$ cat config.mk
export PLATFORM = sky130hd
export DESIGN_NAME = cwtf_ctrl
export DESIGN_NICKNAME = d
export VERILOG_FILES = /design/src/rtl/core/cwtf_pkg.sv /design/src/rtl/core/cwtf_ctrl.sv
export SDC_FILE = /design/constraint.sdc
export NUM_CORES = 1
export LEC_CHECK = 0
export BUFFER_PORTS_ARGS = -buffer_cell sky130_fd_sc_hd__buf_4
export CORE_UTILIZATION = 44
export CTS_BUF_LIST = sky130_fd_sc_hd__clkbuf_4 sky130_fd_sc_hd__clkbuf_8 sky130_fd_sc_hd__clkbuf_16
export DETAILED_ROUTE_END_ITERATION = 8
export PLACE_DENSITY_LB_ADDON = 0.1
export SETUP_SLACK_MARGIN = 0.02
export SLEW_MARGIN = 10
export SYNTH_ARGS = -nofsm -noshare
export SYNTH_HDL_FRONTEND = slang
export SYNTH_SLANG_ARGS = --single-unit
$ cat constraint.sdc
create_clock -name clock -period 1.9 [get_ports clock]
set_input_delay 0.19 -clock clock [delete_from_list [all_inputs] [get_ports clock]]
set_output_delay 0.19 -clock clock [all_outputs]
set_load 0.02 [all_outputs]
$ cat src/rtl/core/cwtf_pkg.sv
`timescale 1ns / 1ps

package cwtf_pkg;

   localparam int TS_W     = 64;
   localparam int MOD_W    = 12;
   localparam int TAG_W    = 16;
   localparam int WIN_W    = 32;
   localparam int THR_W    = 13;
   localparam int CSR_IW   = 2;
   localparam int CSR_DW   = 32;

   localparam int BUFFER_DEPTH_DEFAULT = 32;
   localparam int MODULE_SLOTS_DEFAULT = 4096;

   localparam logic [CSR_IW-1:0] CSR_FILTER_ENABLE    = 2'd0;
   localparam logic [CSR_IW-1:0] CSR_SEARCH_WINDOW    = 2'd1;
   localparam logic [CSR_IW-1:0] CSR_MODULE_THRESHOLD = 2'd2;

   typedef struct packed {
      logic [TS_W-1:0]  timestamp;
      logic [MOD_W-1:0] module_id;
      logic [TAG_W-1:0] trigger_tag;
      logic             end_of_slice;
   } cwtf_req_type;

   typedef struct packed {
      logic [TAG_W-1:0] decided_tag;
      logic             keep;
      logic             overflow;
      logic             last;
   } cwtf_rsp_type;

   typedef struct packed {
      logic             filter_enable;
      logic [WIN_W-1:0] search_window;
      logic [THR_W-1:0] module_threshold;
   } cwtf_cfg_type;

   typedef struct packed {
      logic clear;         // zero one slot-table entry after reset
      logic load_in;       // capture the accepted trigger
      logic capture;       // register slot and first module lookup
      logic flush_start;   // rewind the buffer read index
      logic emit_flush;    // send one buffered decision
      logic last_group;    // this flush ends the trigger's decisions
      logic flush_clear;   // empty the cluster
      logic close_window;  // end of slice: window closes
      logic mark;          // add the trigger to the cluster
      logic emit_ovf;      // send the overflow decision
   } cwtf_cmd_type;

   typedef struct packed {
      logic clear_done;
      logic gap_hit;
      logic ovf;
      logic eos;
      logic idx_at_end;
      logic out_free;
   } cwtf_status_type;

endpackage

$ cat src/rtl/core/cwtf_ctrl.sv
`timescale 1ns / 1ps

module cwtf_ctrl
   import cwtf_pkg::*;
(
   input  logic            clock,
   input  logic            reset,
   input  logic            req_valid,
   output logic            req_ready,
   input  cwtf_status_type sts,
   output cwtf_cmd_type    cmd
);

   typedef enum logic [7:0] {
      ST_IDLE    = 8'b00000001,
      ST_CHECK   = 8'b00000010,
      ST_TOUCH   = 8'b00000100,
      ST_FL_RD   = 8'b00001000,
      ST_FL_EMIT = 8'b00010000,
      ST_MARK    = 8'b00100000,
      ST_OVF     = 8'b01000000,
      ST_CLEAR   = 8'b10000000
   } cwtf_state_type;

   cwtf_state_type state_ff, state_in;
   logic           eos_flush_ff, eos_flush_in;

   always_comb begin
      state_in     = state_ff;
      eos_flush_in = eos_flush_ff;
      cmd          = '0;
      req_ready    = 1'b0;
      case (state_ff)
         ST_CLEAR: begin
            // slot-to-position table is zeroed once after reset
            cmd.clear = 1'b1;
            if (sts.clear_done) begin
               state_in = ST_IDLE;
            end
         end
         ST_IDLE: begin
            req_ready = 1'b1;
            if (req_valid) begin
               cmd.load_in = 1'b1;
               state_in    = ST_CHECK;
            end
         end
         ST_CHECK: begin
            cmd.capture = 1'b1;
            state_in    = ST_TOUCH;
         end
         ST_TOUCH: begin
            if (sts.gap_hit) begin
               cmd.flush_start = 1'b1;
               eos_flush_in    = 1'b0;
               state_in        = ST_FL_RD;
            end else begin
               state_in = ST_MARK;
            end
         end
         ST_FL_RD: begin
            // tag buffer read settles on the new index
            state_in = ST_FL_EMIT;
         end
         ST_FL_EMIT: begin
            if (sts.idx_at_end) begin
               cmd.flush_clear  = 1'b1;
               cmd.close_window = eos_flush_ff;
               state_in         = eos_flush_ff ? ST_IDLE : ST_MARK;
            end else if (sts.out_free) begin
               cmd.emit_flush = 1'b1;
               // a gap flush is followed by the end-of-slice flush when eos is set
               cmd.last_group = eos_flush_ff || !sts.eos;
               state_in       = ST_FL_RD;
            end
         end
         ST_MARK: begin
            cmd.mark = 1'b1;
            if (sts.ovf) begin
               state_in = ST_OVF;
            end else if (sts.eos) begin
               cmd.flush_start = 1'b1;
               eos_flush_in    = 1'b1;
               state_in        = ST_FL_RD;
            end else begin
               state_in = ST_IDLE;
            end
         end
         ST_OVF: begin
            if (sts.out_free) begin
               cmd.emit_ovf = 1'b1;
               if (sts.eos) begin
                  cmd.flush_start = 1'b1;
                  eos_flush_in    = 1'b1;
                  state_in        = ST_FL_RD;
               end else begin
                  state_in = ST_IDLE;
               end
            end
         end
         default: begin
            state_in = ST_IDLE;
         end
      endcase
   end

   always_ff @(posedge clock) begin
      if (reset) begin
         state_ff     <= ST_CLEAR;
         eos_flush_ff <= 1'b0;
      end else begin
         state_ff     <= state_in;
         eos_flush_ff <= eos_flush_in;
      end
   end

endmodule

; Word-level counts from Yosys, hierarchy flattened
; Cells that the tools add are included.
[word_totals]
reg_bits = 9
inputBits = 9
out_inout_bits = 11
wordCells = 53
[op_classes]
n_eq_ne = 14
muxes = 32
n_reduce_logical = 5
[ops]
columns = cell, count
row1 = 8-bit case mux with 8 select lines, 1
row2 = 8-bit two-way mux, 6
row3 = 1-bit two-way mux, 16
row4 = 6-bit two-way mux, 2
row5 = 2-bit != test (second input constant), 5
row6 = 8-bit by 1-bit == test with 1-bit output (second input constant), 1
row7 = 8-bit by 2-bit == test with 1-bit output (second input constant), 1
row8 = 8-bit by 3-bit == test with 1-bit output (second input constant), 1
row9 = 8-bit by 4-bit == test with 1-bit output (second input constant), 1
row10 = 8-bit by 5-bit == test with 1-bit output (second input constant), 1
row11 = 8-bit by 6-bit == test with 1-bit output (second input constant), 1
row12 = 8-bit by 7-bit == test with 1-bit output (second input constant), 1
row13 = 8-bit == test (second input constant), 1
row14 = 4-bit two-way mux, 2
row15 = 4-bit AND reduction, 2
row16 = 2-bit two-way mux, 3
row17 = 1-bit case mux with 3 select lines, 2
row18 = 3-bit != test (second input constant), 1
row19 = 3-bit nonzero test, 1
row20 = 1-bit logical NOT, 1
row21 = 1-bit logical OR, 1

; Depth between registers and ports, before layout
; Gate-level depths: netlist of run 1.
[logic_depth]
ltp_word = 5
depth_mapped = 7
mapped_depth_nobuf = 6

; Least setup slack after synthesis of run 1
; OpenSTA, ideal clock, no wires.
[synth_timing]
kind = reg2reg
startpoint = register state_ff[0]
endpoint = register eos_flush_ff
arrival_time_ps = 1942
t_required_ps = 1773
path_slack_ps = -169
stages_incl_launch_ff = 8
synth_period_minus_slack_ps = 2069
cell_sequence = dfxtp_1 -> buf_6 -> or4_4 -> or4b_4 -> inv_1 -> a2bb2oi_1 -> a31oi_1 -> a311oi_1
[synth_via]
elab_chain_cells = 3
[synth_lines]
columns = item, line_no
row1 = start: declaration, cwtf_ctrl.sv:25  ; cwtf_state_type state_ff, state_in;
row2 = start signal: assignment, cwtf_ctrl.sv:112  ; state_ff <= state_in;
row3 = "8-bit by 3-bit == test with 1-bit output, or another cell as far along", cwtf_ctrl.sv:33  ; case (state_ff)
row4 = 2-bit != test (no line) / 3-bit nonzero test (equally long branches), -
row5 = 4-bit AND reduction (no line), -
row6 = end signal: assignment, cwtf_ctrl.sv:113  ; eos_flush_ff <= eos_flush_in;
row7 = end: declaration, cwtf_ctrl.sv:26  ; logic eos_flush_ff, eos_flush_in;
; Parallel ways exist; a longest one is shown, timed or not.
; A chain may end at the register's enable or synchronous reset.

==> results.ini, run 1 <==
[die]
rows=13
die_area_mm2=0.00165
die_w_um=40.6
io_pins=20
core_area_mm2=0.00135
die_h_um=40.6
start_util=0.485

[layout]
area_delta_synth_final_pct=74.8
post_route_cells_drive_above_1_share=0.611
nFillCells=81
finalNetCount=136
fin_area_mm2=0.00114
layout_commonest_cell=buf_4
diodes=0
utilization=0.847
mostFrequentLayoutCells=31 x buf_4, 9 x nor2_1, 9 x buf_6

[logic_synthesis]
synth_cells=85
ys_warn_count=0
yosysSeqAreaShare=0.275
synth_area_um2=654
synthDistinctLibCells=36
syn-num-nets=94
avgSynthCellArea_um2=7.70
ys_ff_latch=9

[drt]
drc_errors=0
drtPass1Iterations=4
wl_per_cell_um=16.0
via_per_inst=5.93
drt_wl_total_mm=2.26
antenna_left=0
drt_iter0_markers=23
vias=836

[sta]
rsz0062_at_grt=yes
slew_headroom=0.751
timing.final.crit_share=1.16
timing.fmax_mhz=455
finClkSkew_ns=0.000664
finalMaxSlewViolations=0
fin_setup_tns_ns=-1.32
holdWs_ns=0.117
layout_setup_ws_ns=-0.300
fin_crit_ns=2.20
final-hold-violation-count=0
tightest_slew_ns=0.371
setup_violations=11

[setup_path]
required_ns=1.71
crit_path_max_incr_delay_ns=0.53
crit_fanout=2
ff2ff_setup_slack_ns=-0.13
worstPathArrival_ns=2.01
r2r_end=eos_flush_ff
crit_slowest_cell=or4_4
r2r_start=state_ff[0]
start_kind=flop
critPathKind=reg2out
critPathCaptureType=primary output
r2r_cells=7
critical-path-top-delay-family=simple AND/OR/NAND/NOR gates
critical_path.cell_chain=or4_4 > or4b_4 > nor2_2 > o21ai_1 > nand2_2 > buf_6
cp_num_buf_inv=1

[grt]
gr-usage-all-layers=0.288
antenna_found_initial=0
grt_pass1_vias=698
grt_first_pass_wirelength_mm=3.13
grt_max_degree=9
grt_overflow=0

[clocking]
clk_latency_ns=0.26
cts_tree=done
cts_root_buf=clkbuf_4
cts_max_level=1
cts_buffers=3
cts_sinks=9
clock_path_buffers=2
clk_transition_reported_paths_ns=0.06
cts_hold_buf=0

[hold_path]
min_path_cells=2
hold_class=in2reg
hold_end=state_ff[5]
min_from=reset

[run_status]
status=finished, violations left
violations=setup timing

[place]
portBuffers=19
dp_hpwl_mm=1.47
gp_congestion=0.833
postPlaceCellArea_um2=892

[flow_run]
max_cap_viol_count=0

[power_and_ir_drop]
peakVddDrop_v=0.000358
p_leak_nw=0.528
p_per_area_mw_per_mm2=482

==> timing repair <==
item / in CTS / in global routing
setup endpoints to repair: 12 / 16
setup buffers: 7 / 1
pin swaps: 9 / 7
resized for setup: 25 / 14
==> cell families (layout without fill, tap and decap cells) <==
logic type | Yosys count | count (layout) | share of synthesized area
compound gates | 17 | 17 | 0.193
buf+inv | 8 | 49 | 0.0688
xor+xnor | 2 | 2 | 0.0268
simple gates | 49 | 49 | 0.436
flops | 9 | 9 | 0.275
==> layout make-up <==
type	instances	area, um^2	share of cell area
Sequential cell	9	185	0.162
Inverter	5	18.8	0.0164
Clock inverter	1	5.00	0.00438
Clock buffer	3	22.5	0.0197
Tap cell	15	18.8	0.0164
Multi-Input combinational cell	68	559	0.489
Timing Repair Buffer	40	334	0.292
==> per-layer routing <==
metal  global-route usage  up-vias  share of wire
met5                    0        -              0
met4               0.0583        0              0
met3               0.0556        0          0.043
met2                0.488       31           0.51
met1                0.375      404           0.44
li1                     -      401              -
==> power by group <==
part           switching [mW]  total (mW)  internal [mW]
clock network          0.0703       0.148         0.0778
registers             0.00801       0.203          0.195
logic                  0.0929       0.199          0.106
==> stage by stage <==
stage                     instances  setup slack (ns)  total power, mW
after floorplan                  85           -0.0987            0.280
after global placement          129           -0.0258            0.337
after detailed placement        129           -0.0295            0.340
after CTS                       140            -0.301            0.530
after global routing            141            -0.339            0.573
final                           141            -0.300            0.551
==> sequential cells by signal, indices dropped and copies added (netlist names) <==
| signal | flops |
|---|---|
| eos_flush_ff | 1 |
| state_ff | 8 |
==> synth_stat cells (all sizes together) <==
library cell,instances,area (um^2)
a211oi,1,7.51
a21boi,1,7.51
a22oi,1,7.51
a2bb2oi,1,8.76
a311oi,1,8.76
a31oi,4,25.0
a32oi,1,8.76
and2,2,13.8
and2b,2,17.5
and3,1,7.51
and4,1,8.76
buf,3,26.3
dfxtp,9,180
inv,5,18.8
nand2,2,7.51
nand2b,2,12.5
nand3,4,20.0
nand4,1,6.26
nor2,13,48.8
nor3,6,30.0
nor3b,1,7.51
nor4,4,25.0
o2111a,1,11.3
o211a,1,10.0
o21ai,4,23.8
o21bai,1,7.51
or2,4,25.0
or3,2,12.5
or4,2,18.8
or4b,2,23.8
xor2,2,17.5
==> worst register-to-register path, stage by stage (launching register included) <==
cell and delay [ns]:
dfxtp_2 0.32, or4_4 0.53, or4b_4 0.51, buf_4 0.17, inv_2 0.06, a2bb2oi_2 0.07
a31oi_1 0.18, a311oi_1 0.07
==> worst max-delay path by stage <==
stage | from | slack, ns | end | cells after the start
floorplan | state_ff[0] | -0.1 | eos_flush_ff | 7
global placement | state_ff[0] | -0.03 | cmd[4] | 7
detailed placement | state_ff[0] | -0.03 | cmd[6] | 6
CTS | state_ff[0] | -0.30 | cmd[6] | 6
global route | state_ff[0] | -0.34 | cmd[6] | 6
finish | state_ff[0] | -0.30 | cmd[6] | 6
Power figures use the tool's default switching activity.
==> run 2, diff against run 1 <==
--- a/config.mk
+++ b/config.mk
@@ -9,7 +9,7 @@
 export CORE_UTILIZATION = 44
 export CTS_BUF_LIST = sky130_fd_sc_hd__clkbuf_4 sky130_fd_sc_hd__clkbuf_8 sky130_fd_sc_hd__clkbuf_16
 export DETAILED_ROUTE_END_ITERATION = 8
-export PLACE_DENSITY_LB_ADDON = 0.1
+export PLACE_DENSITY = 0.73
 export SETUP_SLACK_MARGIN = 0.02
 export SLEW_MARGIN = 10
 export SYNTH_ARGS = -nofsm -noshare
==> run 2 against run 1 <==
The flow still finishes with violations (setup timing). Routed wire length grew 20%. Sequential share of layout area rose by 0.47 points. Via count is 7.8% higher. Global-route usage grew 3.1 points. Worst setup slack improved by 0.0038 ns. Clock-buffer cell count is 1 higher. Sequential power barely moved. Combinational power grew 7%. Largest cell class unchanged. Non-clock buffer count is 1 higher. Clock power up 15%. Register-to-register slack got worse by 0.04 ns. Critical path depth stayed put.
==> results.ini, run 2 (same netlist as run 1, synthesis figures left out) <==
[sta]
rsz0062_at_grt=yes
layout_setup_ws_ns=-0.296  ; +0.00379 ns
fin_setup_tns_ns=-1.97  ; -0.645 ns
slew_headroom=0.621  ; -0.129
finClkSkew_ns=0.00114  ; +0.000475 ns
tightest_slew_ns=0.563  ; +0.191 ns
fin_crit_ns=2.20  ; -0.00379 ns
timing.final.crit_share=1.16  ; -0.00199
final-hold-violation-count=0  ; unchanged
finalMaxSlewViolations=0  ; unchanged
setup_violations=13  ; +2
timing.fmax_mhz=455  ; +0.17%

[run_status]
violations=setup timing
status=finished, violations left

[grt]
gr-usage-all-layers=0.319  ; +0.0308
grt_first_pass_wirelength_mm=3.29  ; +5.1%
grt_max_degree=8  ; -1
grt_overflow=0  ; unchanged
antenna_found_initial=0  ; unchanged
grt_pass1_vias=703  ; +0.72%

[setup_path]
crit_fanout=2  ; unchanged
r2r_end=state_ff[0]
critPathKind=reg2out
critPathCaptureType=primary output
r2r_start=state_ff[0]
ff2ff_setup_slack_ns=-0.17  ; -0.04 ns
required_ns=1.71  ; about the same
worstPathArrival_ns=2.01  ; about the same
start_kind=flop
r2r_cells=10  ; +3

[layout]
area_delta_synth_final_pct=77.8
multi_input_area_um2=557  ; -0.45%
top_regs=state_ff x8, eos_flush_ff x1
utilization=0.862  ; +0.0148
nFillCells=77  ; -4.9%
seqCellArea_um2=194  ; +4.7%
top_register=state_ff
layout_commonest_cell=buf_4
largest_register_ffs=8  ; unchanged
post_route_cells_drive_above_1_share=0.661  ; +0.0503
diodes=0  ; unchanged
fin_area_mm2=0.00116  ; +1.8%
finalNetCount=137  ; +0.74%
mostFrequentLayoutCells=31 x buf_4, 10 x buf_6, 8 x nor2_1

[drt]
drt_wl_total_mm=2.71  ; +20%
antenna_left=0  ; unchanged
drt_iter0_markers=60  ; +160%
via_per_inst=6.35  ; +7.0%
drc_errors=0  ; unchanged
vias=901  ; +7.8%
drtPass1Iterations=5  ; +1
wl_per_cell_um=19.1  ; +19%

[clocking]
cts_sinks=9  ; unchanged
cts_buffers=3  ; unchanged
cts_max_level=1  ; unchanged
clk_transition_reported_paths_ns=0.06  ; about the same
clock_path_buffers=2  ; unchanged
cts_tree=done
clk_latency_ns=0.27  ; about the same
cts_root_buf=clkbuf_4

[hold_path]
min_path_cells=2  ; unchanged
hold_end=state_ff[6]
min_from=reset
hold_class=in2reg

[die]
core_area_mm2=0.00135  ; unchanged
rows=13  ; unchanged
io_pins=20  ; unchanged
die_area_mm2=0.00165  ; unchanged
die_w_um=40.6  ; unchanged
start_util=0.485  ; unchanged
die_h_um=40.6  ; unchanged

[place]
pre_cts_slack_ns=-0.0415  ; -0.0121 ns
postPlaceCellArea_um2=892  ; unchanged
portBuffers=19  ; unchanged
gp_congestion=0.861  ; +3.4%
dp_hpwl_mm=1.51  ; +3.2%

[power_and_ir_drop]
p_per_area_mw_per_mm2=501  ; +3.9%
p_leak_nw=0.533  ; +0.93%
p_total_uw=583  ; +5.7%
peakVddDrop_v=0.000509  ; +42%

[flow_run]
max_cap_viol_count=0  ; unchanged

run 2: how the worst max path moves through the flow:
stage | depth (start not counted) | start | to | slack [ns]
floorplan | 7 | state_ff[0] | eos_flush_ff | -0.1
global placement | 6 | state_ff[0] | cmd[6] | -0.01
detailed placement | 6 | state_ff[0] | cmd[6] | -0.04
CTS | 6 | state_ff[0] | cmd[6] | -0.30
global route | 6 | state_ff[0] | cmd[6] | -0.34
finish | 6 | state_ff[0] | cmd[6] | -0.30
run 2: timing repair:
action | CTS | global route
hold buffers | 0 | 0
setup endpoints to repair | 11 | 16
setup buffers | 3 | 6
pin swaps | 6 | 10
gates resized for setup | 21 | 26
run 2: layout make-up:
class	instances	area share
clock buffer	4	0.0258
inverter	5	0.0161
multi-input combinational	68	0.478
sequential	9	0.167
tap	15	0.0161
timing repair buffer	41	0.297
run 2: worst max-delay path: stages (launching register included):
cell and delay [ns]:
dfxtp_2 0.32, or4_4 0.54, or4b_4 0.53, nor2_4 0.11, o21ai_2 0.06, nand2_2 0.06, buf_6 0.12
run 2: routing by layer:
layer	up-vias	wire, um	track usage
li1	401	-	-
met1	422	1110	0.365
met2	61	1300	0.504
met3	17	196	0.100
met4	0	112	0.208
met5	-	0	0
run 2: report_power, final:
part / internal (mW) / switching, mW / leakage [nW] / total, mW
Sequential: 0.193 / 0.00697 / 0.0771 / 0.200
Combinational: 0.113 / 0.101 / 0.438 / 0.213
Clock: 0.0956 / 0.0740 / 0.0184 / 0.170
run 2: metrics by stage:
| step | hold slack [ns] | std cells |
|---|---|---|
| 6_report | 0.113 | 142 |
| 5_1_grt | 0.107 | 142 |
| 4_1_cts | 0.114 | 136 |
| 3_5_place_dp | 0.397 | 129 |
| 3_3_place_gp | 0.398 | 129 |
| 2_1_floorplan | 0.262 | 85 |
