[config.mk]
export PLATFORM = sky130hd
export DESIGN_NAME = cwtf_csr
export DESIGN_NICKNAME = d
export VERILOG_FILES = /design/src/rtl/core/cwtf_pkg.sv /design/src/rtl/core/cwtf_csr.sv
export SDC_FILE = /design/constraint.sdc
export NUM_CORES = 1
export LEC_CHECK = 0
export BUFFER_PORTS_ARGS = -buffer_cell sky130_fd_sc_hd__buf_4
export CAP_MARGIN = 20
export CELL_PAD_IN_SITES_DETAIL_PLACEMENT = 1
export CELL_PAD_IN_SITES_GLOBAL_PLACEMENT = 1
export CORE_ASPECT_RATIO = 0.8
export CORE_MARGIN = 4
export CORE_UTILIZATION = 38
export CTS_CLUSTER_DIAMETER = 150
export CTS_CLUSTER_SIZE = 10
export DETAILED_ROUTE_END_ITERATION = 6
export HOLD_SLACK_MARGIN = 0.1
export PLACE_DENSITY = 0.81
export SYNTH_ARGS = -nofsm -noshare
export SYNTH_HDL_FRONTEND = slang
export SYNTH_SLANG_ARGS = --single-unit
[constraint.sdc]
create_clock -name clock -period 1.66 [get_ports clock]
set_input_delay 0.083 -clock clock [delete_from_list [all_inputs] [get_ports clock]]
set_output_delay 0.083 -clock clock [all_outputs]
set_load 0.01 [all_outputs]
[src/rtl/core/cwtf_pkg.sv]
`timescale 1ns / 1ps

package cwtf_pkg;

   localparam int TS_W     = 64;
   localparam int MOD_W    = 12;
   localparam int TAG_W    = 16;
   localparam int WIN_W    = 32;
   localparam int THR_W    = 13;
   localparam int CSR_IW   = 2;
   localparam int CSR_DW   = 32;

   localparam int BUFFER_DEPTH_DEFAULT = 32;
   localparam int MODULE_SLOTS_DEFAULT = 4096;

   localparam logic [CSR_IW-1:0] CSR_FILTER_ENABLE    = 2'd0;
   localparam logic [CSR_IW-1:0] CSR_SEARCH_WINDOW    = 2'd1;
   localparam logic [CSR_IW-1:0] CSR_MODULE_THRESHOLD = 2'd2;

   typedef struct packed {
      logic [TS_W-1:0]  timestamp;
      logic [MOD_W-1:0] module_id;
      logic [TAG_W-1:0] trigger_tag;
      logic             end_of_slice;
   } cwtf_req_type;

   typedef struct packed {
      logic [TAG_W-1:0] decided_tag;
      logic             keep;
      logic             overflow;
      logic             last;
   } cwtf_rsp_type;

   typedef struct packed {
      logic             filter_enable;
      logic [WIN_W-1:0] search_window;
      logic [THR_W-1:0] module_threshold;
   } cwtf_cfg_type;

   typedef struct packed {
      logic clear;         // zero one slot-table entry after reset
      logic load_in;       // capture the accepted trigger
      logic capture;       // register slot and first module lookup
      logic flush_start;   // rewind the buffer read index
      logic emit_flush;    // send one buffered decision
      logic last_group;    // this flush ends the trigger's decisions
      logic flush_clear;   // empty the cluster
      logic close_window;  // end of slice: window closes
      logic mark;          // add the trigger to the cluster
      logic emit_ovf;      // send the overflow decision
   } cwtf_cmd_type;

   typedef struct packed {
      logic clear_done;
      logic gap_hit;
      logic ovf;
      logic eos;
      logic idx_at_end;
      logic out_free;
   } cwtf_status_type;

endpackage

[src/rtl/core/cwtf_csr.sv]
`timescale 1ns / 1ps

module cwtf_csr
   import cwtf_pkg::*;
(
   input  logic              clock,
   input  logic              reset,
   input  logic              csr_valid,
   output logic              csr_ready,
   input  logic [CSR_IW-1:0] csr_index,
   input  logic [CSR_DW-1:0] csr_data,
   output cwtf_cfg_type      cfg
);

   cwtf_cfg_type cfg_ff, cfg_in;

   assign csr_ready = 1'b1;
   assign cfg       = cfg_ff;

   always_comb begin
      cfg_in = cfg_ff;
      if (csr_valid) begin
         case (csr_index)
            CSR_FILTER_ENABLE:    cfg_in.filter_enable    = csr_data[0];
            CSR_SEARCH_WINDOW:    cfg_in.search_window    = csr_data[WIN_W-1:0];
            CSR_MODULE_THRESHOLD: cfg_in.module_threshold = csr_data[THR_W-1:0];
            default:              cfg_in = cfg_ff;
         endcase
      end
   end

   always_ff @(posedge clock) begin
      if (reset) begin
         cfg_ff.filter_enable    <= 1'b0;
         cfg_ff.search_window    <= '0;
         cfg_ff.module_threshold <= THR_W'(1);
      end else begin
         cfg_ff <= cfg_in;
      end
   end

endmodule

### Word-level counts from Yosys, hierarchy flattened

Cells that the tools add are included.

| word-level totals | value |
|---|---|
| input port bits | 37 |
| bits in read-only memories | 0 |
| bits in writable memories | 0 |
| output and inout port bits | 47 |
| bits in latches | 0 |
| logic and storage cells | 9 |
| register bits | 46 |
| memories | 0 |

| cells by class | value |
|---|---|
| $mul | 0 |
| eq/ne operators | 2 |
| bitwise operators | 0 |
| muxes and demuxes | 0 |
| shift operators | 0 |
| reductions and logical operators | 4 |
| div/mod/pow operators | 0 |
| $lt $le $gt $ge | 0 |
| $add $sub $neg | 0 |

Operator list:

| kind | count |
|---|---|
| $reduce_and 2->1 | 3 |
| $eq 2x1->1 const B | 1 |
| $eq 2x2->1 const B | 1 |
| $logic_not 2->1 | 1 |

### Logic depth before layout (Yosys ltp)

Gate-level depths: netlist of the first run.

| depth | value |
|---|---|
| depth in word-level cells | 2 |
| mapped depth | 4 |
| depth with buffers taken out | 2 |

### Least setup slack after synthesis of the first run

No wires, ideal clock.

| timing path | value |
|---|---|
| path type | input -> register |
| start | input port csr_index[1] |
| end | register cfg_ff (netlist bit cfg[13]) |
| required time | 1.588 ns |
| library setup time | 0.072 ns |
| cell stages on the path | 4 |
| arrival | 0.719 ns |
| slack | 0.870 ns |
| buffers on the path | 2 |
| cells stage by stage | and3b_1 > buf_6 > buf_6 > mux2i_1 |

| on the way | value |
|---|---|
| cells in the longest elaborated chain, start to end | 2 |

RTL lines:

| item | line | text |
|---|---|---|
| start: declaration | cwtf_csr.sv:10 | `input logic [CSR_IW-1:0] csr_index,` |
| $eq 2x1->1 | cwtf_csr.sv:23 | `case (csr_index)` |
| $reduce_and 2->1 (no line) | n/a |  |
| end signal: assignment | cwtf_csr.sv:38 | `cfg_ff <= cfg_in;` |
| end: declaration | cwtf_csr.sv:15 | `cwtf_cfg_type cfg_ff, cfg_in;` |

Every way passes these cells.
A chain may end at the register's enable or synchronous reset.

### Final worst setup path of the first run

| timing path | value |
|---|---|
| start | input port csr_index[1] |
| end | register cfg_ff (netlist bit cfg[16]) |

The elaborated chain is that of the path after synthesis.

==> results list, run 1 <==
- The count of nets left with antenna violations once routing finished came out at 0.
* Post-synthesis instance area: 1990 um^2
- Worst endpoint required time: 1.89 ns
- Final instance area: 3050 um^2
* Combinational family with the most area after synthesis: simple AND/OR/NAND/NOR gates
* Post-layout nets: 337
- TritonCTS clock tree: done
- Global-route usage over all layers: 0.190
- The floorplan step defined a die boundary enclosing 6460 um^2.
- For this run, the slowest stage of the critical path takes 0.54 ns.
- Type of destination of the critical path: flop
- Synth cell types: 12
* Share of synthesized cell area in and, or, nand and nor gates: 0.258
- Post-layout min period: 1.27 ns
- Max reg flops: 46
- Clock network latency to the later pin of the worst-skew pair: 0.30 ns
- Count of TritonRoute iterations in the first routing pass: 4
* First-iteration detailed-routing DRC count: 39
- In this run the tightest slew margin relative to its limit is 0.637.
- DRC: 0
- Maximum number of pins on one net before global-route repair: 80
- The clock net in this run drives a total of 46 sinks.
- Final worst clock skew: 0 ns
- Post-CTS timing repair inserted 0 buffers for setup.
- Part of the Yosys area used for sequential elements: 0.463
- Width of the die: 88.9 um
- In the detailed route, the total length drawn on met3 is 444 um.
* Initial standard-cell utilization of the core: 0.395
* Synthesized-area fraction occupied by ao, oa, aoi and oai cells: 0
- Walking the worst path, the cells encountered are dlygate4sd3_1 > buf_4 > and3b_2 > buf_12 > mux2i_1.
* Post-CTS sizing: 0
* Io pins: 84
- The cell count after synthesis came out at 189.
* Root buffer cell: sky130_fd_sc_hd__clkbuf_8
- Cell internal power was estimated by the tool at 1.70 mW.
- Counting the buffers created by CTS gives 5.
* Port buffer count: 82
- Share of total power consumed by net switching: 0.241
* H-tree depth: 2
- The flow ran to the end, and the final reports show no timing, DRC or antenna violations.
* Chip height: 72.7 um
- Start-to-end type of the worst setup path: primary input to flop
- The number of hold buffers added after CTS was 34.
- Proportion of synthesized area in mux cells: 0.231
* Adder-Cell Fraction of Synth Area: 0
- After detailed routing, the average wire length per cell comes to 15.6 um.
* Leading area contributor after synthesis: sky130_fd_sc_hd__dfxtp_1
- Hold Violations, Final: 0
* Dominant cells by area after synthesis: sky130_fd_sc_hd__dfxtp_1, sky130_fd_sc_hd__nand2b_1, sky130_fd_sc_hd__mux2i_1
- The clock passes through at most 2 buffers.
* Highest Clock Rate: 786 MHz
- Clock power share: 0.318
* Path category of the worst min-delay check: primary input to flop
- STA classifies the critical path startpoint as a primary input.
- Wires add up to 5.65 mm.
* Remaining global-route overflow: 0
- Fraction of layout instances using a drive strength above 1: 0.306
* Number of synthesized register bits: 46
- The repair_antennas step left the layout with diodes totalling 0.
- Multi-input gate area in the final layout: 978 um^2
- Leakage component of the power: 1.36 nW
- After detailed routing, the met2 layer carries 2.94 mm of wire.
* Top layer in use: met4
* Post-synth top area share: 0.463
* Vias in the first global route: 1824
- Of the total power, registers draw 0.518.
- Placed instance area: 2620 um^2
- Final-report setup violation count: 0
* Average cell area after synthesis: 10.5 um^2
- At the pin with the least slew margin, the transition time is 0.545 ns.
- Met1 layer wirelength in the final routing: 2.19 mm
- The Yosys step of the flow raised 0 warnings.
- Post-route setup TNS: 0 ns
- Setup repair after global routing left no endpoint under its margin.
* Data arrival time of the critical path: 1.50 ns
- Pins over their slew limit: 0
* # rows: 23
- Total power divided by cell area: 736 nW/um^2
* Area added between synthesis and finish: 53.4%
- After filler insertion, the fill cell instance count of the layout stands at 551.
- Once layout is complete, the utilization of the core stands at 0.606.
- The routed layout has 1669 vias.
- Post-Synth XOR/XNOR Area: 0
- Of all nets on the critical path, the largest fanout is 32.
- In the routed layout, each cell is associated on average with a via count of 4.60.
- Of the total power, combinational logic draws 0.163.
* Initial antenna violation count: 0
- Worst IR Drop VDD: 408 uV
- The analysis attributes to net switching a power of 0.542 mW.
- Before CTS, the worst setup slack after placement is 0.631 ns.
- For this design, the slowest cell found on the critical path is sky130_fd_sc_hd__dlygate4sd3_1.
* Placer's final routability congestion estimate: 0.723
- When the netlist entered floorplanning its net count stood at 226.
* Global-route wire length before repair: 9.20 mm
* DP Wirelength: 3.27 mm
- The core region is 5040 um^2.
* Max capacitance violation total: 0
- Final cycle utilization of the critical path: 0.766
- Sequential cell area: 921 um^2
- Final worst slack: 0.388 ns
* Power consumption: 2.25 mW
* Clock transition at the registers of the reported paths: 0.08 ns
[cell families (layout without fill, tap and decap cells)]
kind of cell,count (synthesis),after routing
AND/OR/NAND/NOR,82,82
other,1,1
buffers and inverters,14,126
flip-flops,46,46
multiplexers,46,46
[power groups by stage]
stage	Sequential, mW	Clock, mW	Combinational (mW)
finish	1.16	0.715	0.367
global route	1.17	0.781	0.401
CTS	1.16	0.741	0.366
detailed placement	1.19	0	0.300
global placement	1.19	0	0.293
floorplan	1.20	0	0.135
[worst paths after layout]
check | cells after the start | to | slack, ns | startpoint
max | 5 | cfg[16]$_SDFFE_PP0P_ | 0.39 | csr_index[1]
min | 3 | cfg[45]$_SDFFE_PP0P_ | 0.20 | csr_valid
max reg2reg | 2 | cfg[45]$_SDFFE_PP0P_ | 1.03 | cfg[45]$_SDFFE_PP0P_
min reg2reg | 2 | cfg[34]$_SDFFE_PP0P_ | 0.48 | cfg[34]$_SDFFE_PP0P_
[cells in the mapped netlist]
cell type,number
sky130_fd_sc_hd__nand3b_1,1
sky130_fd_sc_hd__buf_4,2
sky130_fd_sc_hd__mux2i_1,46
sky130_fd_sc_hd__nor2_1,2
sky130_fd_sc_hd__buf_2,1
sky130_fd_sc_hd__buf_6,4
sky130_fd_sc_hd__nand2b_1,77
sky130_fd_sc_hd__dfxtp_1,46
sky130_fd_sc_hd__and3b_1,1
sky130_fd_sc_hd__nor3b_1,1
sky130_fd_sc_hd__clkbuf_1,7
sky130_fd_sc_hd__conb_1,1
[stage by stage]
step / hold WS [ns] / std cells
2_1_floorplan: 0.238 / 189
3_3_place_gp: 0.343 / 321
3_5_place_dp: 0.358 / 321
4_1_cts: 0.191 / 363
5_1_grt: 0.222 / 363
6_report: 0.201 / 363
[final cells by class]
cell class                      instances  share of cell area
Clock inverter                          1             0.00164
Clock buffer                            7              0.0283
Timing Repair Buffer                  118               0.322
Multi-Input combinational cell        129               0.321
Sequential cell                        46               0.302
Tap cell                               62              0.0254
[per-layer routing]
metal,global-route usage,up-vias
li1,-,827
met1,0.222,785
met2,0.328,50
met3,0.0508,7
met4,0.0755,0
met5,0,-
[placed cells by master (no fill, tap or decap)]
master / instances
sky130_fd_sc_hd__and3b_2: 1
sky130_fd_sc_hd__clkbuf_8: 6
sky130_fd_sc_hd__clkbuf_1: 1
sky130_fd_sc_hd__conb_1: 1
sky130_fd_sc_hd__buf_4: 83
sky130_fd_sc_hd__mux2i_1: 46
sky130_fd_sc_hd__nand2b_1: 77
sky130_fd_sc_hd__buf_12: 1
sky130_fd_sc_hd__dlygate4sd3_1: 34
sky130_fd_sc_hd__nor2_1: 2
sky130_fd_sc_hd__nor3b_1: 1
sky130_fd_sc_hd__dfxtp_1: 46
sky130_fd_sc_hd__clkinv_2: 1
sky130_fd_sc_hd__nand3b_1: 1
[worst max-delay path: cells and delay by family]
| kind | cells | cell delay (ns) |
|---|---|---|
| buffers and inverters | 3 | 0.93 |
| multiplexers | 1 | 0.23 |
| AND/OR/NAND/NOR | 1 | 0.25 |
Power figures use the tool's default switching activity.
==> inputs of run 2 (changes only) <==
--- a/config.mk
+++ b/config.mk
@@ -5,18 +5,19 @@
 export SDC_FILE = /design/constraint.sdc
 export NUM_CORES = 1
 export LEC_CHECK = 0
+export ABC_AREA = 1
 export BUFFER_PORTS_ARGS = -buffer_cell sky130_fd_sc_hd__buf_4
 export CAP_MARGIN = 20
 export CELL_PAD_IN_SITES_DETAIL_PLACEMENT = 1
 export CELL_PAD_IN_SITES_GLOBAL_PLACEMENT = 1
 export CORE_ASPECT_RATIO = 0.8
 export CORE_MARGIN = 4
-export CORE_UTILIZATION = 38
+export CORE_UTILIZATION = 31
 export CTS_CLUSTER_DIAMETER = 150
 export CTS_CLUSTER_SIZE = 10
 export DETAILED_ROUTE_END_ITERATION = 6
 export HOLD_SLACK_MARGIN = 0.1
-export PLACE_DENSITY = 0.81
+export PLACE_DENSITY = 0.75
 export SYNTH_ARGS = -nofsm -noshare
 export SYNTH_HDL_FRONTEND = slang
 export SYNTH_SLANG_ARGS = --single-unit
==> constraint.sdc (replaced) <==
create_clock -name clock -period 1.2 [get_ports clock]
set_input_delay 0.06 -clock clock [delete_from_list [all_inputs] [get_ports clock]]
set_output_delay 0.06 -clock clock [all_outputs]
set_load 0.01 [all_outputs]
==> run 2 against run 1 <==
  * Die area rose by 14%
  * Final cell count up 35%
  * Clock power grew 39%
  * Combinational power up 64%
  * Largest cell class unchanged
  * Design area fell by 0.49%
  * Largest power group unchanged
  * Non-clock buffer count increased by 3
  * Highest routed layer unchanged
  * Register-to-register slack got worse by 0.51 ns
==> results list, run 2 <==
* Vias post-DR: 2022 (+21%)
- After synthesis, the cell types taking the most area are sky130_fd_sc_hd__dfxtp_1, sky130_fd_sc_hd__nand2_1, sky130_fd_sc_hd__nor2_1.
* Clock network latency to the later pin of the worst-skew pair: 0.29 ns (about the same)
- Post-synth net total: 331 (+46%)
- The maximum fanout count along the critical path was 2 (-94%).
- The total power divided by cell area is 1070 nW/um^2 (+45%).
* Type of destination of the critical path: output pin
- The final global-route overflow total came to 0 (unchanged).
- Data arrival time of the critical path: 0.81 ns (-0.69 ns)
* Final worst clock skew: 0 ns (unchanged)
- Per-cell via count in the routed design: 4.12 (-10%)
- Final-report setup violation count: 0 (unchanged)
* Count of TritonRoute iterations in the first routing pass: 4 (unchanged)
* Number of cells on the worst hold path: 3 (unchanged)
* Maximum root-to-sink buffer count: 2 (unchanged)
- The post-route worst setup slack was 0.329 ns (-0.0591 ns).
- Setup repair after global routing left no endpoint under its margin.
- The synthesized flop and latch total was 46 (unchanged).
- Area added between synthesis and finish: 61.2%
- The height of the die came to 77.7 um (+6.9%).
- Global-route usage over all layers: 0.164 (-0.0253)
* Number of nets with antenna violations after detailed routing: 0 (unchanged)
- The HPWL reported at the end of detailed placement is 3.84 mm (+17%).
* Non-filler instance count after layout: 491 (+35%)
- Clock power share: 0.306 (-0.012)
* Post-layout min period: 0.871 ns
- Number of cells produced by synthesis: 294 (+56%)
- Detailed-route wire length per cell: 11.6 um (-25%)
* Startpoint class of the critical path: flop
- The share of cells above drive strength 1 was 0.239 (-0.0666).
- The startpoint identified for the worst hold timing path is csr_valid.
- Leaving out fill and tap cells, the most frequent cells in the layout are sky130_fd_sc_hd__nor2_1, sky130_fd_sc_hd__nand2_1, sky130_fd_sc_hd__buf_4.
- Finished Core Util: 0.514 (-0.0923)
- Pins over their slew limit: 0 (unchanged)
* Max reg flops: 46 (unchanged)
- Worst hold slack after final layout: 0.117 ns (-0.0846 ns)
* Vias in the first global route: 2090 (+15%)
- Slowest Stage Delay on Critical Path: 0.37 ns (-0.17 ns)
* Maximum number of pins on one net before global-route repair: 32 (-60%)
- Worst endpoint required time: 1.14 ns (-0.75 ns)
- The clock slew seen by the registers of the worst setup and hold paths is 0.09 ns (about the same).
* Leakage component of the power: 1.69 nW (+24%)
- The worst setup path is of the flop to output pin kind.
- The total number of yosys warnings was 0 (unchanged).
- The post-synthesis area per instance came to 6.41 um^2 (-39%).
* Ant. Diodes: 0 (unchanged)
- Post-route setup TNS: 0 ns (unchanged)
- By count the netlist is led by sky130_fd_sc_hd__nand2_1, sky130_fd_sc_hd__nor2_1, sky130_fd_sc_hd__inv_1, sky130_fd_sc_hd__dfxtp_1, sky130_fd_sc_hd__buf_2.
* TritonCTS clock tree: done
- The area of the mapped netlist came to 1880 um^2 (-5.3%).
* Worst reg-to-reg path cell count: 4 (+2)
- Timing would allow up to 1150 MHz.
* Path category of the worst min-delay check: primary input to flop
* Total length of routed wires: 5.70 mm (+0.97%)
- # rows: 25 (+8.7%)
- Ordered cell list for the critical path: buf_4
* Reg2reg setup slack: 0.52 ns (-0.51 ns)
- The area inside the core boundary was 5910 um^2 (+17%).
* Leading area contributor after synthesis: sky130_fd_sc_hd__dfxtp_1
- The startpoint identified for the worst register-to-register timing path is cfg[12]$_SDFFE_PP0P_.
* Io pins: 84 (unchanged)
- The root buffer cell chosen for the clock tree is sky130_fd_sc_hd__clkbuf_8.
- Initial antenna violation count: 0 (unchanged)
- Slowest library cell on the worst path: sky130_fd_sc_hd__dfxtp_1
* Power spent charging and discharging nets: 0.851 mW (+57%)
- The area share of the largest cell type after synthesis came to 0.489 (+0.0258).
* Max capacitance violation total: 0 (unchanged)
- For hold timing, the worst endpoint is cfg[0]$_SDFFE_PP1P_.
- Final cycle utilization of the critical path: 0.726
* Endpoint of the worst-slack reg-to-reg timing path: cfg[12]$_SDFFE_PP0P_
- Total die area: 7400 um^2 (+14%)
- Cell class contributing the biggest share of worst-path delay: flip-flops
* Post-synth EDFFs: 0 (unchanged)
- Dominant register cell in the synthesized netlist: sky130_fd_sc_hd__dfxtp_1
- First-iteration detailed-routing DRC count: 43 (+10%)
- The starting density of the core was 0.319 (-0.0763).
- Share of power burned in registers: 0.509 (-0.009)
- Outcome: finished clean
- Worst IR Drop VDD: 532 uV (+30%)
- The sequential element share of the synthesized area was 0.489 (+0.0258).
* Setup slack after placement: 0.188 ns (-0.443 ns)
- Total CTS buffers: 5 (unchanged)
- The cell count after placement was 449 (+40%).
- Port buffer count: 82 (unchanged)
- Share of total power consumed by net switching: 0.262 (+0.0210)
- Share of synthesized flip-flops with an asynchronous set or reset: 0 (unchanged)
- Total number of cells along the worst setup path: 1 (-4)
- Sinks on the clock net: 46 (unchanged)
- Placer's final routability congestion estimate: 0.684 (-5.5%)
* H-tree depth: 2 (unchanged)
- The number of buffer and inverter stages on the critical path came to 1 (-2).
* Comb power frac: 0.185 (+0.022)
- Global-route wire length before repair: 9.60 mm (+4.4%)
* Post-layout nets: 446 (+32%)
* Design internal power: 2.40 mW (+41%)
- The width of the die was 95.2 um (+7.1%).
- The post-synthesis cell type count is 13 (+1).
- DRC: 0 (unchanged)
- The final number of hold-violating endpoints was 0 (unchanged).
## run 2: layout make-up
class                   count  area (um^2)
well taps                  81          101
multi-input cells         187          721
clock inverters             2         12.5
flip-flops and latches     46          921
inverters                  48          180
fillers                   764         2880
clock buffers               6         82.6
repair buffers            121         1020
## run 2: worst reg2reg max path: stages, from the launching register on
cell	delay [ns]
sky130_fd_sc_hd__dfxtp_1	0.37
sky130_fd_sc_hd__inv_1	0.06
sky130_fd_sc_hd__nand2_1	0.06
sky130_fd_sc_hd__nand2_1	0.04
sky130_fd_sc_hd__nor2_1	0.09
## run 2: worst max-delay path by stage
| stage | startpoint | endpoint | slack, ns |
|---|---|---|---|
| floorplan | reset | cfg[0]$_SDFFE_PP1P_ | 0.55 |
| global placement | csr_index[1] | cfg[22]$_SDFFE_PP0P_ | 0.22 |
| detailed placement | csr_index[1] | cfg[23]$_SDFFE_PP0P_ | 0.19 |
| CTS | cfg[12]$_SDFFE_PP0P_ | cfg[12] | 0.31 |
| global route | cfg[12]$_SDFFE_PP0P_ | cfg[12] | 0.28 |
| finish | cfg[12]$_SDFFE_PP0P_ | cfg[12] | 0.33 |
## run 2: routing by layer
| metal | share of wire | GRT usage | routed length, um | up-vias |
|---|---|---|---|---|
| li1 | - | - | - | 1059 |
| met5 | 0 | 0 | 0 | - |
| met2 | 0.49 | 0.291 | 2810 | 59 |
| met1 | 0.42 | 0.192 | 2410 | 899 |
| met3 | 0.076 | 0.0446 | 433 | 5 |
| met4 | 0.0077 | 0.0476 | 44 | 0 |
## run 2: what timing repair did
item	4_1_cts	5_1_grt
resized for setup	0	0
hold buffers	34	0
endpoints found under the hold margin	46	0
setup buffers	0	0
## run 2: cells by family (layout without fill, tap and decap cells)
family                 after synthesis  after routing  synth area share
AND/OR/NAND/NOR                    185            185             0.378
buffers and inverters               61            177             0.129
flip-flops                          46             46             0.489
other                                1              1           0.00199
AO/OA/AOI/OAI                        1              1           0.00265
## run 2: per-stage QoR
step	total power [mW]	cell area, um^2
after floorplan	1.91	1880
after global placement	2.19	2600
after detailed placement	2.21	2600
after CTS	3.30	3040
after global routing	3.44	3040
final	3.25	3040
## run 2: power by group through the flow
stage	Sequential (mW)	Combinational [mW]	Clock (mW)
floorplan	1.72	0.196	0
global placement	1.68	0.504	0
detailed placement	1.69	0.519	0
CTS	1.65	0.609	1.04
global route	1.66	0.679	1.10
finish	1.65	0.602	0.993
